## src/rtl/sector_bloom_filter_unit_defines.svh

```systemverilog
// Assertion macros shared by the sector Bloom filter RTL.
// No dependencies; included by the top level only.
`ifndef SECTOR_BLOOM_FILTER_UNIT_DEFINES_SVH
`define SECTOR_BLOOM_FILTER_UNIT_DEFINES_SVH

// Antecedent implies consequent in the same cycle, disabled during reset.
`define SBF_ASSERT_SAME(lbl, clk, rst_n, ante, cons, msg) \
    lbl: assert property (@(posedge clk) disable iff (!rst_n) (ante) |-> (cons)) \
        else $error(msg);

// Antecedent implies consequent in the next cycle, disabled during reset.
`define SBF_ASSERT_NEXT(lbl, clk, rst_n, ante, cons, msg) \
    lbl: assert property (@(posedge clk) disable iff (!rst_n) (ante) |=> (cons)) \
        else $error(msg);

// Antecedent implies consequent in the next cycle, checked through reset too.
`define SBF_ASSERT_NEXT_ANY(lbl, clk, ante, cons, msg) \
    lbl: assert property (@(posedge clk) (ante) |=> (cons)) \
        else $error(msg);

`endif

```

## src/rtl/sbf_pkg.sv

```systemverilog
// Types and constants of the sector Bloom filter.
// No dependencies; imported by every module of the block.
package sbf_pkg;

    localparam int SEL_W       = 15;  // sector select before the store wrap
    localparam int HASH_W      = 64;
    localparam int IDX_W       = 14;
    localparam int WORD_W      = 64;
    localparam int SB_W        = 4;
    localparam int POS_W       = 6;   // bit position within a sector word
    localparam int BYTE_W      = 8;
    localparam int HASH_BYTE_FIRST = 4;
    localparam int HASH_BYTE_LAST  = 7;
    localparam int QUEUE_DEPTH = 2;
    localparam int QPTR_W      = 1;
    localparam int QCNT_W      = 2;

    localparam logic [SB_W-1:0] SB_RESET = 4'd14;

    typedef enum logic [1:0] {
        MODE_INSERT = 2'd0,
        MODE_PROBE  = 2'd1,
        MODE_MERGE  = 2'd2,
        MODE_READ   = 2'd3
    } t_mode;

    typedef struct packed {
        t_mode              mode;
        logic [SEL_W-1:0]   sel;
        logic [WORD_W-1:0]  operand;
    } t_sbf_op;

    typedef struct packed {
        logic full;
        logic empty;
    } t_sbf_qstat;

    typedef struct packed {
        logic clearing;
        logic out_load;
    } t_sbf_status;

    typedef enum logic [2:0] {
        BS_CLEAR,
        BS_IDLE,
        BS_QUOT,
        BS_READ,
        BS_EXEC
    } t_back_state;

endpackage

```

## src/rtl/sbf_queue.sv

```systemverilog
// Two-entry operation queue between the front and back of the filter.
// Depends on sbf_pkg.
module sbf_queue
    import sbf_pkg::*;
(
    input  logic       i_clk,
    input  logic       i_rst_n,
    input  logic       i_push,
    input  t_sbf_op    i_entry,
    input  logic       i_pop,
    output t_sbf_op    o_entry,
    output t_sbf_qstat o_stat
);

    t_sbf_op             r_slot [QUEUE_DEPTH];
    logic [QPTR_W-1:0]   r_wr_ptr;
    logic [QPTR_W-1:0]   r_rd_ptr;
    logic [QCNT_W-1:0]   r_count;

    always_ff @(posedge i_clk) begin
        if (!i_rst_n) begin
            r_wr_ptr <= '0;
            r_rd_ptr <= '0;
            r_count  <= '0;
        end else begin
            if (i_push) begin
                r_wr_ptr <= r_wr_ptr + QPTR_W'(1);
            end
            if (i_pop) begin
                r_rd_ptr <= r_rd_ptr + QPTR_W'(1);
            end
            if (i_push && !i_pop) begin
                r_count <= r_count + QCNT_W'(1);
            end else if (i_pop && !i_push) begin
                r_count <= r_count - QCNT_W'(1);
            end
        end
    end

    always_ff @(posedge i_clk) begin
        if (i_push) begin
            r_slot[r_wr_ptr] <= i_entry;
        end
    end

    assign o_entry    = r_slot[r_rd_ptr];
    assign o_stat.full  = (r_count == QCNT_W'(QUEUE_DEPTH));
    assign o_stat.empty = (r_count == '0);

endmodule

```

## config.mk

```make
export PLATFORM = sky130hd
export DESIGN_NAME = sbf_queue
export DESIGN_NICKNAME = d
export VERILOG_FILES = /design/src/rtl/sector_bloom_filter_unit_defines.svh /design/src/rtl/sbf_pkg.sv /design/src/rtl/sbf_queue.sv
export SDC_FILE = /design/constraint.sdc
export NUM_CORES = 1
export LEC_CHECK = 0
export ABC_AREA = 1
export BUFFER_PORTS_ARGS = -buffer_cell sky130_fd_sc_hd__buf_2
export CAP_MARGIN = 20
export CELL_PAD_IN_SITES_DETAIL_PLACEMENT = 0
export CELL_PAD_IN_SITES_GLOBAL_PLACEMENT = 1
export CORE_AREA = 2 2 123 125
export DETAILED_ROUTE_END_ITERATION = 10
export DIE_AREA = 0 0 125 127
export GPL_TIMING_DRIVEN = 0
export HOLD_SLACK_MARGIN = 0.05
export PLACE_DENSITY_LB_ADDON = 0.1
export SYNTH_ARGS = -nofsm -noshare
export SYNTH_HDL_FRONTEND = slang
export SYNTH_SLANG_ARGS = --single-unit
```

## constraint.sdc

```tcl
create_clock -name i_clk -period 6.1 [get_ports i_clk]
set_input_delay 1.22 -clock i_clk [delete_from_list [all_inputs] [get_ports i_clk]]
set_output_delay 1.22 -clock i_clk [all_outputs]
set_load 0.01 [all_outputs]
```

==> impl_results.md <==
- Layout cells sized above 1: 0.594
- CP Max Fanout: 10
- Fin crit share: 0.462
- Synth top cells by count: edfxtp_1 (162), mux2_4 (80), nor2_1 (9)
- Number of buffers on the longest clock path: 2
- Root Driver: clkbuf_16
- Yosys top cell area share: 0.751
- Count leader, synth: edfxtp_1
- DRT iter0 DRCs: 120
- Clk_lat worst skew: 0.41 ns
- Critical path depth in cells: 4
- Fmax: 355 MHz
- Layout net count: 563
- Synth area leaders: edfxtp_1 (75%), mux2_4 (19%), buf_12 (2.5%)
- # fillers: 1,166
- Hold Fails Final Rpt: 0
- Max-cap viol count: 0
- Routability Congestion: 0.687
- Core area: 14,400 µm²
- DIE AREA: 15,900 µm²
- Vias per std cell: 4.66
- Hold Slack: 0.502 ns
- Top_reg_cell synth: edfxtp_1
- FP Rows: 44
- Status: completed
- CTS tree: yes
- FFs w/ async S/R, synth: 0
- Port Buffers: 167
- Max Slew Vio Count: 0
- Seq cells post-synth: 167
- Power density over the cells: 317 nW/µm²
- Clock transition at path regs: 0.06 ns
- CP startpoint kind: register
- Post-CTS Resized: 0
- Detailed Routing Iterations Pass 1: 4
- Synth Cell Area: 6480 µm²
- Yosys top cell by area: edfxtp_1
- Synth Instances: 287
- Largest net degree at the start of global routing: 46
- CP endpoint kind: primary output
- ANT nets after route: 0
- Worst Path Buf+Inv: 3
- R2R depth: 3
- Post-Syn Nets: 373
- Avg Cell Area, Syn: 22.6 µm²
- H-tree level count: 4
- Slew @ Worst Pin: 0.598 ns
- First-pass GRT wire length: 16.6 mm
- RSZ-0062 raised after global routing: no
- Drc violations: 0
- Hpwl dp: 7.40 mm
- Leakage power: 0.00329 µW
- DR vias: 3,138
- Initial Util: 0.449
- Slowest cell on crit path: dfxtp_1
- Area after detailed placement: 7650 µm²
- Hold path depth: 2
- Dpl ws: 3.44 ns
- Critical Path AT: 1.60 ns
- Post-synth EDFFs: 162
- Final Setup Violations: 0
- Final min period: 2.82 ns
- Req. time, crit path: 4.88 ns
- Vias in the first global route: 3,288
- Syn-to-layout area delta: 26.5%
- Global route overflow: 0
- Hold Path Class: register to register
- CP peak stage delay: 0.32 ns
- WL/cell: 16.3 µm
- GRT Overall Usage: 0.141
- Antenna diodes: 0
- Critical Path, Cell by Cell: buf_6 -> buf_12 -> mux2_4 -> buf_2
- Total Power: 2590 µW
- Crit-path leading delay family: buffers and inverters
- Setup bufs post-CTS: 0
- Clock sinks: 167
- Post-synthesis sequential area ratio: 0.767
- Fin area: 8190 µm²
- Setup WS post-layout: 3.28 ns
- CTS Buf Count: 17
- Setup Skew: 0.00419 ns
- Final Core Density: 0.568
- Yosys warning count: 0
- Top Ports: 168
- Die H: 127 µm
- Aggregate routed wire length: 11.0 mm
- Hold_buf cts: 0
- Cell variety after synth: 14
- Die Wd: 125 µm
- Initial antenna violation count: 0
- Relative slew slack: 0.600
- Type of the worst setup path: register to primary output
- Max VDD drop: 0.187 mV
==> registers in the layout (all words and copies together), names as in the netlist, named ones only <==
register and count:
r_slot 162, r_count 2, r_rd_ptr 1, r_wr_ptr 1
==> layout make-up <==
cell class / instances / area [µm²] / share of cell area
plain buffers: 9 / 171 / 0.0209
clock buffers: 18 / 429 / 0.0524
clock inverters: 14 / 110 / 0.0134
inverters: 8 / 32.5 / 0.00397
multi-input cells: 103 / 1320 / 0.161
flip-flops and latches: 167 / 4960 / 0.606
well taps: 184 / 230 / 0.0281
repair buffers: 171 / 938 / 0.115
==> final timing paths <==
path / from / to / slack (ns)
worst max-delay path: register / o_entry[4] / 3.28
worst min-delay path: r_rd_ptr / r_rd_ptr / 0.50
worst max register to register: r_wr_ptr / r_slot[1][23] / 4.53
worst min register to register: r_rd_ptr / r_rd_ptr / 0.50
==> worst reg2reg max path, delay by kind of cell, from the launching register on <==
| kind | cells | cell delay, ns |
|---|---|---|
| and+or+nand+nor | 1 | 0.13 |
| buffers and inverters | 2 | 0.71 |
| DFF | 1 | 0.39 |
==> metrics by stage <==
stage               setup TNS (ns)  std cells
global placement           -110.57        638
floorplan                        0        287
detailed placement               0        642
CTS                              0        674
finish                           0        674
global route                     0        674
==> metal layers <==
layer  track usage  vias to the layer above  share of wire
met5             0                        -              0
met4        0.0667                        0          0.019
met3        0.0561                       14          0.067
met2         0.244                      101           0.52
met1         0.152                     1525           0.39
li1              -                     1498              -
==> power breakdown <==
group	internal [µW]	switching, µW	total (µW)	leakage [µW]
Sequential	1330	15.1	1340	0.00156
Combinational	155	133	288	0.00148
Clock	554	410	964	0.000247
Total	2040	558	2590	0.00329
==> cell families after synthesis <==
family / after synthesis / share of synthesized area
AO/OA/AOI/OAI: 2 / 0.00154
adder cells (fa/ha/maj): 1 / 0.00193
buffers and inverters: 17 / 0.0311
flip-flops: 167 / 0.767
multiplexers: 81 / 0.187
AND/OR/NAND/NOR: 19 / 0.0116
==> placed cells by master, fill, tap and decap left out <==
cell type and n:
nor2_4 1, nor2_1 8, inv_4 1, a21oi_1 1
o21ai_0 1, mux2_2 1, inv_6 1, buf_2 167
clkinv_1 3, ha_1 1, clkbuf_16 17, buf_16 3
buf_12 9, dfxtp_1 5, buf_6 1, bufinv_16 1
clkinv_2 3, mux2_4 80, clkbuf_1 1, nand3_1 1
nand4_1 1, edfxtp_1 162, clkinvlp_4 6, nand2_1 8
inv_1 7
Power figures use the tool's default switching activity.
