`src/rtl/sector_bloom_filter_unit_defines.svh`:
```
// Assertion macros shared by the sector Bloom filter RTL.
// No dependencies; included by the top level only.
`ifndef SECTOR_BLOOM_FILTER_UNIT_DEFINES_SVH
`define SECTOR_BLOOM_FILTER_UNIT_DEFINES_SVH

// Antecedent implies consequent in the same cycle, disabled during reset.
`define SBF_ASSERT_SAME(lbl, clk, rst_n, ante, cons, msg) \
    lbl: assert property (@(posedge clk) disable iff (!rst_n) (ante) |-> (cons)) \
        else $error(msg);

// Antecedent implies consequent in the next cycle, disabled during reset.
`define SBF_ASSERT_NEXT(lbl, clk, rst_n, ante, cons, msg) \
    lbl: assert property (@(posedge clk) disable iff (!rst_n) (ante) |=> (cons)) \
        else $error(msg);

// Antecedent implies consequent in the next cycle, checked through reset too.
`define SBF_ASSERT_NEXT_ANY(lbl, clk, ante, cons, msg) \
    lbl: assert property (@(posedge clk) (ante) |=> (cons)) \
        else $error(msg);

`endif

```
`src/rtl/sbf_pkg.sv`:
```
// Types and constants of the sector Bloom filter.
// No dependencies; imported by every module of the block.
package sbf_pkg;

    localparam int SEL_W       = 15;  // sector select before the store wrap
    localparam int HASH_W      = 64;
    localparam int IDX_W       = 14;
    localparam int WORD_W      = 64;
    localparam int SB_W        = 4;
    localparam int POS_W       = 6;   // bit position within a sector word
    localparam int BYTE_W      = 8;
    localparam int HASH_BYTE_FIRST = 4;
    localparam int HASH_BYTE_LAST  = 7;
    localparam int QUEUE_DEPTH = 2;
    localparam int QPTR_W      = 1;
    localparam int QCNT_W      = 2;

    localparam logic [SB_W-1:0] SB_RESET = 4'd14;

    typedef enum logic [1:0] {
        MODE_INSERT = 2'd0,
        MODE_PROBE  = 2'd1,
        MODE_MERGE  = 2'd2,
        MODE_READ   = 2'd3
    } t_mode;

    typedef struct packed {
        t_mode              mode;
        logic [SEL_W-1:0]   sel;
        logic [WORD_W-1:0]  operand;
    } t_sbf_op;

    typedef struct packed {
        logic full;
        logic empty;
    } t_sbf_qstat;

    typedef struct packed {
        logic clearing;
        logic out_load;
    } t_sbf_status;

    typedef enum logic [2:0] {
        BS_CLEAR,
        BS_IDLE,
        BS_QUOT,
        BS_READ,
        BS_EXEC
    } t_back_state;

endpackage

```
`src/rtl/sbf_front.sv`:
```
// Front end: takes input transfers, holds the sector_bits register and
// turns each item into a sector select and operand word. Depends on sbf_pkg.
module sbf_front
    import sbf_pkg::*;
(
    input  logic              i_clk,
    input  logic              i_rst_n,
    input  logic              i_valid,
    output logic              o_stall,
    input  logic [1:0]        i_mode,
    input  logic [HASH_W-1:0] i_hash_value,
    input  logic [IDX_W-1:0]  i_sector_index,
    input  logic [WORD_W-1:0] i_sector_word,
    input  logic              i_cfg_valid,
    input  logic [SB_W-1:0]   i_cfg_data,
    input  t_sbf_qstat        i_qstat,
    input  t_sbf_status       i_bstat,
    output logic              o_push,
    output t_sbf_op           o_entry
);

    logic [SB_W-1:0]   r_sector_bits;
    logic [WORD_W-1:0] hash_mask;
    logic [SEL_W-1:0]  sel_mask;
    logic [SEL_W-1:0]  raw_sel;
    t_mode             mode;

    always_ff @(posedge i_clk) begin
        if (!i_rst_n) begin
            r_sector_bits <= SB_RESET;
        end else if (i_cfg_valid) begin
            r_sector_bits <= i_cfg_data;
        end
    end

    // Bytes four to seven of the hash each set one bit of the probe mask.
    always_comb begin
        hash_mask = '0;
        for (int b = HASH_BYTE_FIRST; b <= HASH_BYTE_LAST; b++) begin
            hash_mask[i_hash_value[b*BYTE_W +: POS_W]] = 1'b1;
        end
    end

    // With sector_bits at fifteen the shift leaves zero and the mask is all ones.
    assign sel_mask = (SEL_W'(1) << r_sector_bits) - SEL_W'(1);
    assign mode     = t_mode'(i_mode);

    always_comb begin
        case (mode)
            MODE_INSERT, MODE_PROBE: begin
                raw_sel         = i_hash_value[SEL_W-1:0];
                o_entry.operand = hash_mask;
            end
            MODE_MERGE: begin
                raw_sel         = SEL_W'(i_sector_index);
                o_entry.operand = i_sector_word;
            end
            default: begin
                raw_sel         = SEL_W'(i_sector_index);
                o_entry.operand = '0;
            end
        endcase
        o_entry.mode = mode;
        o_entry.sel  = raw_sel & sel_mask;
    end

    assign o_stall = i_qstat.full | i_bstat.clearing;
    assign o_push  = i_valid & ~o_stall;

endmodule

```
`config.mk`:
```
export PLATFORM = sky130hd
export DESIGN_NAME = sbf_front
export DESIGN_NICKNAME = d
export VERILOG_FILES = /design/src/rtl/sector_bloom_filter_unit_defines.svh /design/src/rtl/sbf_pkg.sv /design/src/rtl/sbf_front.sv
export SDC_FILE = /design/constraint.sdc
export NUM_CORES = 1
export LEC_CHECK = 0
export BUFFER_PORTS_ARGS = -buffer_cell sky130_fd_sc_hd__buf_2
export CORE_AREA = 2 2 91 101
export DETAILED_ROUTE_END_ITERATION = 10
export DIE_AREA = 0 0 93 103
export GPL_TIMING_DRIVEN = 1
export PLACE_DENSITY = 0.72
export SYNTH_ARGS = -nofsm -noshare
export SYNTH_HDL_FRONTEND = slang
export SYNTH_SLANG_ARGS = --single-unit
export TNS_END_PERCENT = 30
```
`constraint.sdc`:
```
create_clock -name i_clk -period 3.7 [get_ports i_clk]
set_input_delay 0 -clock i_clk [delete_from_list [all_inputs] [get_ports i_clk]]
set_output_delay 0 -clock i_clk [all_outputs]
set_load 0.01 [all_outputs]
```
==> metrics.txt, run 1 <==
status=finished clean; r2r setup slk=2.35 ns; Via density=approximately 6.4; PostCTS Resize Cnt=0; TritonCTS buffer count=3; dpl ws=~1.7 ns; Setup Crit Path Kind=reg -> out; post-route clock period utilization=about 60%; crit end category=primary output; Mapped Nets=637; max reg flops=4; cell count after synthesis=480; combinational share of power=74.6%; switching part of the total=50.8%; Clock power frac=15.9%; worst slew pin tran=1.27 ns; final setup margin=1.50 ns; Slew Limit Fails=0; drt pass-1 iters=5; clock root buffer=clkbuf_8; internal power=~0.00028 W; Setup crit start kind=flip-flop; # diodes=0; Worst-Skew Late Latency=around 0.22 ns; Critical Path Fanout Max=15; simple-gate area share of the yosys netlist=between 30% and 40%; Hold Crit Class=in -> reg; PD cells=about 140 nW/um^2; CTS Sinks=4; largest family of logic cells by synthesized area=compound AO/OA/AOI/OAI gates; post-synthesis sequential area ratio=roughly 2.7%; Core Area=8650 sq um; Post-synth EDFFs=0; vias=4811; maximum vdd drop=about 230 uV; Final Power=~0.00057 W; Residual DRC=0; Starting Density=around 34%; CTS tree=done; # IOs=approximately 240; global-route usage over all layers=just under 30%; ANT nets after route=0; Worst-path clk slew=approximately 0.030 ns; largest net degree at the start of global routing=between 80 and 90; Seq pwr share=approximately a tenth; die height=~100 um; antenna violations before repair=0; Final Instance Count excl. Fillers=between 700 and 800; gr ovfl total=0; deepest level of the CTS H-tree=1; Crit path arrival time=about 2.2 ns; largest register by flop count=r_sector_bits; yosys warns=0; setup TNS=0 ns; initial detailed-routing violation count=between 600 and 700; largest cells by area after synthesis=a221oi_1 19%, o22ai_1 14%, nand2_1 9.9%; Min Hold Slack=about 0.0032 ns; register bit total from synthesis=4; Largest regs=r_sector_bits (4); Final setup viols=0; DRT Wirelength=about 15000 um; width of the chip=93 um; post-synth cell types=38; Worst EP required=between 3 and 4 ns; RSZ-0062 raised after global routing=false; post-synthesis compound-gate area fraction=a little under half; Adder-Cell Fraction of Synth Area=0.428%; WL/cell=about 20 um; Synth-to-Final Area Change=36.3%; LEAKAGE=roughly 1.7 nW; hold buffer count at cts=3; multiplexer share of the synthesized area=6.20%; Placed Instances=750; Sw Pwr=roughly 0.0003 W; Die ar.=about 9600 sq um; Avg Cell Area, Syn=about 6.1 sq um; Bufs on Longest Clock Path=2; top cell type by total area after synthesis=a221oi_1; routability cong.=between 0.9 and 1; Synth async-reset ratio=0%; Fmax=454 MHz; DP HPWL=~11000 um; area share of the largest cell type after synthesis=around a fifth; Slew HR=approximately 15%; # rows=36; vias in the first global route=approximately 4000; Worst Skew=0 ns; crit path time final=roughly 2.2 ns; first-pass GRT wire length=roughly 22000 um; Final Hold Viols=0; main flop type after synthesis=dfxtp_1; IO Port Bufs=~210; xor/xnor cell area share of the yosys netlist=less than 1%; Max-Cap Viols=0; Post-CTS Setup Bufs=0; Post-Syn Area=2930 sq um; layout cell share with drive strength beyond 1=a little over a third; fin nets=approximately 800
## critical path, stage by stage (launching register included)
cell and delay, ns:
dfxtp_1 0.46, nor3_1 0.33, nand2_1 0.10, ha_1 0.32, nor4bb_1 0.28, a21oi_1 0.06
o22a_1 0.20, nor2_1 0.09, buf_2 0.14
## cell usage after synthesis, types with 4 or more instances
library cell,number
dfxtp_1,4
buf_2,11
nor3_1,15
nand2b_1,12
or4b_1,6
nand2_1,77
nand4bb_1,12
mux2i_1,17
nor2_1,34
a21oi_1,7
a221oi_1,64
clkbuf_1,44
o21ai_0,21
o21ai_1,44
o22ai_1,64
nor2b_1,7
nand4b_1,8
## per-stage QoR
step / cell area (sq um) / util, %
2_1_floorplan: 2930 / -
3_3_place_gp: 3920 / 45.3
3_5_place_dp: 3920 / 45.3
4_1_cts: 3990 / 46.1
6_report: 3990 / 46.1
5_1_grt: 3990 / 46.1
## power groups by stage
stage / sequential [W] / combinational (W) / clock [W]
2_1_floorplan: 0.0000481 / 0.000236 / 0
3_3_place_gp: 0.0000545 / 0.000410 / 0
3_5_place_dp: 0.0000550 / 0.000414 / 0
4_1_cts: 0.0000544 / 0.000418 / 0.0000942
5_1_grt: 0.0000557 / 0.000461 / 0.0000981
6_report: 0.0000547 / 0.000429 / 0.0000914
## worst paths after layout
check,start,cells after the start,end
hold / removal,i_cfg_data[3],3,r_sector_bits[3]$_SDFFE_PN1P_
hold reg to reg,r_sector_bits[0]$_SDFFE_PN0P_,2,r_sector_bits[0]$_SDFFE_PN0P_
setup reg to reg,r_sector_bits[2]$_SDFFE_PN1P_,3,r_sector_bits[2]$_SDFFE_PN1P_
setup / recovery,r_sector_bits[3]$_SDFFE_PN1P_,8,o_entry[74]
## layer usage
| metal | routed length [um] | up-vias | global-route usage (%) |
|---|---|---|---|
| li1 | - | 2230 | - |
| met1 | 5980 | 2187 | 39.7 |
| met2 | 7150 | 342 | 47.0 |
| met3 | 1570 | 52 | 3.22 |
| met4 | 601 | 0 | 11.7 |
| met5 | 0 | - | 0 |
## layout by cell type (no fill, tap or decap), drive strengths merged, types with 3 or more instances in the layout
master	instances
nor2b	7
mux2i	17
a221oi	64
o21ai	65
nand4bb	12
dfxtp	4
nand2b	12
o22ai	64
a21oi	7
nor3	15
buf	216
dlygate4sd3	3
or4b	8
nand2	77
or2	3
nand4b	8
clkbuf	3
nor2	34
## layout make-up
cell class | count | area (sq um)
multi-input combinational | 414 | 2590
clock buffer | 3 | 41.3
sequential | 4 | 80.1
inverter | 2 | 7.51
tap | 114 | 143
timing repair buffer | 219 | 1120
fill | 933 | 4660
## cell families after synthesis
| logic type | count (synthesis) |
|---|---|
| AO/OA/AOI/OAI | 203 |
| XOR/XNOR | 2 |
| adder cells (fa/ha/maj) | 1 |
| buffers and inverters | 62 |
| flip-flops | 4 |
| multiplexers | 18 |
| AND/OR/NAND/NOR | 190 |
Note: power is estimated with default switching activity, not from simulation.
==> run 2: changes to the inputs <==
PLACE_DENSITY = 0.75   (was 0.72)
clock period = 1.8 ns   (was 3.7 ns; I/O delays follow)
==> metrics.txt, run 2 (synthesis results as in run 1) <==
status=complete, but fails checks (was finished clean); failing checks=negative setup slack; initial detailed-routing violation count=570 (was 618); internal power=0.000625 W (was 0.000283 W); width of the chip=93 um (unchanged); setup TNS=-0.0211 ns (was 0 ns); Hold Path End=r_sector_bits[3]$_SDFFE_PN1P_ (unchanged); Design Area, Final=4350 sq um (was 3990 sq um); Seq. cell area=85.1 sq um (was 80.1 sq um); Setup Crit Path Kind=reg -> out (unchanged); Crit-path slowest cell=dfxtp_4 (was dfxtp_1); Worst EP required=1.80 ns (was 3.70 ns); clock root buffer=clkbuf_8 (unchanged); crit end category=primary output (unchanged); CP max stage delay=0.36 ns (was 0.46 ns); switching part of the total=50.0% (was 50.8%); layout cell share with drive strength beyond 1=41.1% (was 35.4%); largest net degree at the start of global routing=81 (unchanged); Clock power frac=14.8% (was 15.9%); Slew HR=32.9% (was 14.9%); global-route usage over all layers=30.5% (was 29.1%); Synth-to-Final Area Change=48.5% (was 36.3%); DP HPWL=12100 um (was 11200 um); PD cells=288 nW/um^2 (was 144 nW/um^2); Min-Delay Path Depth=3 (unchanged); Die ar.=9580 sq um (unchanged); LEAKAGE=1.88 nW (was 1.68 nW); commonest cells after routing, fill and taps aside=211 x buf_2, 76 x nand2_1, 64 x o22ai_1, 64 x a221oi_1, 44 x o21ai_1 (was 211 x buf_2, 77 x nand2_1, 64 x o22ai_1, 64 x a221oi_1, 44 x o21ai_1); Critical Path Fanout Max=5 (was 15); post-route clock period utilization=101%; GR Util met2=50.6% (was 47.0%); DRT Wirelength=16300 um (was 15300 um); multi-input logic area=2670 sq um (was 2590 sq um); M3 GR Usage=3.87% (was 3.22%); Residual DRC=0 (unchanged); Via density=6.35 (was 6.36); Fmax=about 550 MHz; worst slew pin tran=1.00 ns (was 1.27 ns); CP bufs+invs=1 (unchanged); Worst-path clk slew=0.03 ns (about the same); Slew Limit Fails=0 (unchanged); Hold Crit Class=in -> reg (unchanged); Placed Area=4160 sq um (was 3920 sq um); Final Hold Viols=0 (unchanged); vias in the first global route=4291 (was 4022); RSZ-0062 raised after global routing=true (was false); Util after Layout=50.2% (was 46.1%); CTS Sinks=4 (unchanged); final setup margin=-0.0114 ns (was 1.50 ns); r2r setup slk=0.54 ns (was 2.35 ns); first-pass GRT wire length=23200 um (was 22200 um); most crowded layer after global routing=met2 (unchanged); Worst Skew=0 ns (unchanged); TritonCTS buffer count=3 (unchanged); Reg-to-Reg Start=r_sector_bits[2]$_SDFFE_PN1P_ (unchanged); Crit path arrival time=1.81 ns (was 2.20 ns); vias=5022 (was 4811); Final setup viols=2 (was 0); Starting Density=33.8% (unchanged); # IOs=239 (unchanged); antenna violations before repair=0 (unchanged); hold_sp=i_cfg_data[3] (unchanged); Seq pwr share=8.3% (was 9.5%); gr ovfl total=0 (unchanged); Largest delay share family, worst path=simple AND/OR/NAND/NOR gates (unchanged); IO Port Bufs=211 (unchanged); crit path time final=between 1.5 and 2 ns; WL/cell=20.6 um (was 20.2 um); met1 Track Usage GR=40.6% (was 39.7%); routability cong.=0.981 (was 0.990); Core Area=8650 sq um (unchanged); Placed Instances=780 (was 750); combinational share of power=76.9% (was 74.6%); # rows=36 (unchanged); # diodes=0 (unchanged); max reg flops=4 (unchanged); Max-Cap Viols=0 (unchanged); R2R Path End=r_sector_bits[2]$_SDFFE_PN1P_ (unchanged); Final Instance Count excl. Fillers=791 (was 756); Bufs on Longest Clock Path=2 (unchanged); Worst-Skew Late Latency=0.21 ns (was 0.22 ns); leading cell type in the layout, fill and taps excluded=buf_2 (unchanged); crit-path cells=nor3_4 > nand2_2 > ha_4 > nor4bb_4 > a21oi_2 > o22a_1 > nor2_2 > buf_2 (was nor3_1 > nand2_1 > ha_1 > nor4bb_1 > a21oi_1 > o22a_1 > nor2_1 > buf_2); ANT nets after route=0 (unchanged); Sw Pwr=0.000625 W (was 0.000292 W); CTS tree=done (unchanged); fin nets=836 (was 801); filler cell count=899 (was 933); drt pass-1 iters=5 (unchanged); maximum vdd drop=530 uV (was 231 uV); die height=103 um (unchanged); Largest regs=r_sector_bits (4) (unchanged); Setup crit start kind=flip-flop (unchanged); deepest level of the CTS H-tree=1 (unchanged); r2r worst-path depth=3 (unchanged); largest register by flop count=r_sector_bits (unchanged)
## run 2: cell count changes in the layout (fill, tap and decap cells not counted), moves of 2 or more
cell,delta
a21oi_2,+3
dfxtp_1,-2
nor2_1,-2
nor2_2,+2
nor3_1,-2
buf_4,+34
a21oi_1,-3
## run 2: power groups by stage
stage / Combinational, W / Sequential [W] / Clock (W)
floorplan: 0.000487 / 0.0000991 / 0
global placement: 0.000902 / 0.000102 / 0
detailed placement: 0.000918 / 0.000103 / 0
CTS: 0.000924 / 0.000102 / 0.000190
global route: 0.00103 / 0.000105 / 0.000194
finish: 0.000962 / 0.000104 / 0.000185
## run 2: how the worst max path moves through the flow
stage / start / depth (start not counted) / endpoint / slack (ns)
after global routing: r_sector_bits[3]$_SDFFE_PN1P_ / 8 / o_entry[74] / -0.13
after CTS: r_sector_bits[1]$_SDFFE_PN1P_ / 8 / o_entry[74] / 0.0008
after floorplan: r_sector_bits[3]$_SDFFE_PN1P_ / 9 / o_entry[74] / 0.0008
after global placement: i_hash_value[34] / 6 / o_entry[60] / 0.06
after detailed placement: i_hash_value[34] / 6 / o_entry[60] / 0.04
final: r_sector_bits[2]$_SDFFE_PN1P_ / 8 / o_entry[74] / -0.01
## run 2: cell type report
cell class | count | area share (%)
Inverter | 2 | 0.173
Sequential cell | 4 | 1.96
Tap cell | 114 | 3.28
Clock buffer | 3 | 0.950
Timing Repair Buffer | 254 | 32.2
Multi-Input combinational cell | 414 | 61.4
## run 2: per-stage QoR
step                      worst slack [ns]  power, W  hold slack, ns
final                              -0.0114   0.00125         0.00627
after global routing                -0.127   0.00132          0.0309
after CTS                         0.000758   0.00122         0.00602
after detailed placement            0.0363   0.00102           0.204
after global placement              0.0605   0.00100           0.200
after floorplan                   0.000839  0.000586          0.0619
## run 2: routing by layer
metal / share of wire, % / vias up
met1: 39 / 2354
met4: 3.8 / 0
li1: - / 2298
met5: 0 / -
met2: 47 / 321
met3: 10 / 49
## run 2: worst reg2reg max path, stage by stage, from the launching register on
cell and delay [ns]:
dfxtp_4 0.36, mux2i_1 0.17, nand2_1 0.07, dlygate4sd3_1 0.54
## run 2: what timing repair did
action,CTS,global route
setup endpoints to repair,2,6
gates cloned,0,0
hold buffers,2,0
pin swaps,5,8
setup buffers,5,1
gates resized for setup,3,15
endpoints found under the hold margin,3,0
==> run 3: changes to the inputs <==
BUFFER_PORTS_ARGS = -buffer_cell sky130_fd_sc_hd__clkbuf_2   (was -buffer_cell sky130_fd_sc_hd__buf_2)
==> metrics.txt, run 3 (synthesis results as in run 1) <==
status=complete, but fails checks (unchanged); failing checks=negative setup slack (unchanged); critical path's most frequent cell=clkbuf_2; DRT Wirelength=15300 um (was 16300 um); largest net degree at the start of global routing=81 (unchanged); Slew HR=18.9% (was 32.9%); Largest delay share family, worst path=simple AND/OR/NAND/NOR gates (unchanged); # IOs=239 (unchanged); PD cells=284 nW/um^2 (was 288 nW/um^2); fin nets=831 (was 836); max reg flops=4 (unchanged); drt pass-1 iters=6 (was 5); final setup margin=-0.0146 ns (was -0.0114 ns); commonest cells after routing, fill and taps aside=209 x clkbuf_2, 76 x nand2_1, 64 x o22ai_1, 64 x a221oi_1, 44 x o21ai_1 (was 211 x buf_2, 76 x nand2_1, 64 x o22ai_1, 64 x a221oi_1, 44 x o21ai_1); clock root buffer=clkbuf_8 (unchanged); dpl ws=0.0987 ns (was 0.0363 ns); Via density=6.42 (was 6.35); DP HPWL=11800 um (was 12100 um); die height=103 um (unchanged); first-pass GRT wire length=21500 um (was 23200 um); Residual DRC=0 (unchanged); CP max stage delay=0.95 ns (was 0.36 ns); Setup crit start kind=input port (was flip-flop); gr ovfl total=0 (unchanged); ANT nets after route=0 (unchanged); Hold Crit Class=in -> reg (unchanged); largest register by flop count=r_sector_bits (unchanged); Placed Instances=776 (was 780); LEAKAGE=1.85 nW (was 1.88 nW); Max-Cap Viols=0 (unchanged); Worst EP required=1.80 ns (about the same); Final Instance Count excl. Fillers=786 (was 791); setup TNS=-0.0276 ns (was -0.0211 ns); r2r worst-path depth=3 (unchanged); Critical Path Fanout Max=14 (was 5); deepest level of the CTS H-tree=1 (unchanged); vias=5045 (was 5022); width of the chip=93 um (unchanged); vias in the first global route=4229 (was 4291); # rows=36 (unchanged); Slew Limit Fails=0 (unchanged); Core Area=8650 sq um (unchanged); Crit path depth=5 (was 8); IO Port Bufs=211 (unchanged); global-route usage over all layers=27.8% (was 30.5%); antenna violations before repair=0 (unchanged); maximum vdd drop=544 uV (was 530 uV); TritonCTS buffer count=3 (unchanged); Worst-path clk slew=0.03 ns (about the same); Min-Delay Path Depth=3 (unchanged); layout cell share with drive strength beyond 1=40.5% (was 41.1%); Worst Setup SP=i_hash_value[34] (was r_sector_bits[2]$_SDFFE_PN1P_); r2r setup slk=1.00 ns (was 0.54 ns); Final Hold Viols=0 (unchanged); Die ar.=9580 sq um (unchanged); Worst Skew=0 ns (unchanged); Util after Layout=49.6% (was 50.2%); Synth-to-Final Area Change=46.6% (was 48.5%); Crit-path slowest cell=nor2b_1 (was dfxtp_4); Critical Path End=o_entry[61] (was o_entry[74]); WL/cell=19.5 um (was 20.6 um); Setup Crit Path Kind=in -> out (was reg -> out); Fmax=551 MHz (was 552 MHz); worst slew pin tran=1.21 ns (was 1.00 ns); Worst-Skew Late Latency=0.21 ns (about the same); Reg-to-Reg Start=r_sector_bits[3]$_SDFFE_PN1P_ (was r_sector_bits[2]$_SDFFE_PN1P_); crit path time final=1.81 ns (about the same); Crit path arrival time=1.81 ns (about the same); Final setup viols=2 (unchanged); CTS tree=done (unchanged); Bufs on Longest Clock Path=2 (unchanged); initial detailed-routing violation count=640 (was 570); Starting Density=33.8% (unchanged); post-route clock period utilization=101% (about the same); crit-path cells=clkbuf_2 > nor2b_1 > a221oi_1 > o21ai_0 > clkbuf_2 (was nor3_4 > nand2_2 > ha_4 > nor4bb_4 > a21oi_2 > o22a_1 > nor2_2 > buf_2); Min Hold Slack=0.00904 ns (was 0.00627 ns); Largest regs=r_sector_bits (4) (unchanged); RSZ-0062 raised after global routing=true (unchanged); leading cell type in the layout, fill and taps excluded=clkbuf_2 (was buf_2); crit end category=primary output (unchanged); routability cong.=1.03 (was 0.981); R2R Path End=r_sector_bits[3]$_SDFFE_PN1P_ (was r_sector_bits[2]$_SDFFE_PN1P_); CTS Sinks=4 (unchanged); # diodes=0 (unchanged); CP bufs+invs=2 (was 1)
run 3: routing by layer:
| layer | global-route usage, % | part of all wire (%) |
|---|---|---|
| met5 | 0 | 0 |
| met4 | 11.9 | 4.7 |
| met3 | 4.82 | 10 |
| met2 | 45.4 | 47 |
| met1 | 36.1 | 38 |
run 3: worst reg2reg max path: stages (launching register included):
cell and delay [ns]:
dfxtp_2 0.34, buf_4 0.15, mux2i_1 0.14, nand2_1 0.07
run 3: area by class of cell:
cell class,count,area (sq um)
multi-input cells,414,2650
fillers,892,4360
repair buffers,249,1360
flip-flops and latches,4,88.8
well taps,114,143
inverters,2,7.51
clock buffers,3,41.3
run 3: power by group:
part	internal, W	switching, W
clock	0.000142	0.0000414
combinational	0.000379	0.000552
sequential	0.0000942	0.00000962
total	0.000615	0.000603
run 3: how the worst min path moves through the flow:
stage / startpoint / end / slack (ns)
3_3_place_gp: i_rst_n / r_sector_bits[3]$_SDFFE_PN1P_ / 0.19
6_report: i_cfg_data[2] / r_sector_bits[2]$_SDFFE_PN1P_ / 0.009
3_5_place_dp: i_rst_n / r_sector_bits[2]$_SDFFE_PN1P_ / 0.21
4_1_cts: i_cfg_data[2] / r_sector_bits[2]$_SDFFE_PN1P_ / 0.006
2_1_floorplan: i_rst_n / r_sector_bits[1]$_SDFFE_PN1P_ / 0.06
5_1_grt: i_cfg_data[1] / r_sector_bits[1]$_SDFFE_PN1P_ / 0.04
run 3: repair_timing:
action                                 CTS  global route
buffers inserted                         5             1
hold buffers                             1             0
endpoints found under the hold margin    3             0
pin swaps                                5             3
setup endpoints to repair                3             4
resized for setup                        5            13
run 3: per-stage QoR:
stage,area [sq um],power [W]
3_3_place_gp,4130,0.000983
6_report,4290,0.00122
3_5_place_dp,4130,0.00100
2_1_floorplan,2930,0.000586
5_1_grt,4290,0.00129
4_1_cts,4240,0.00119
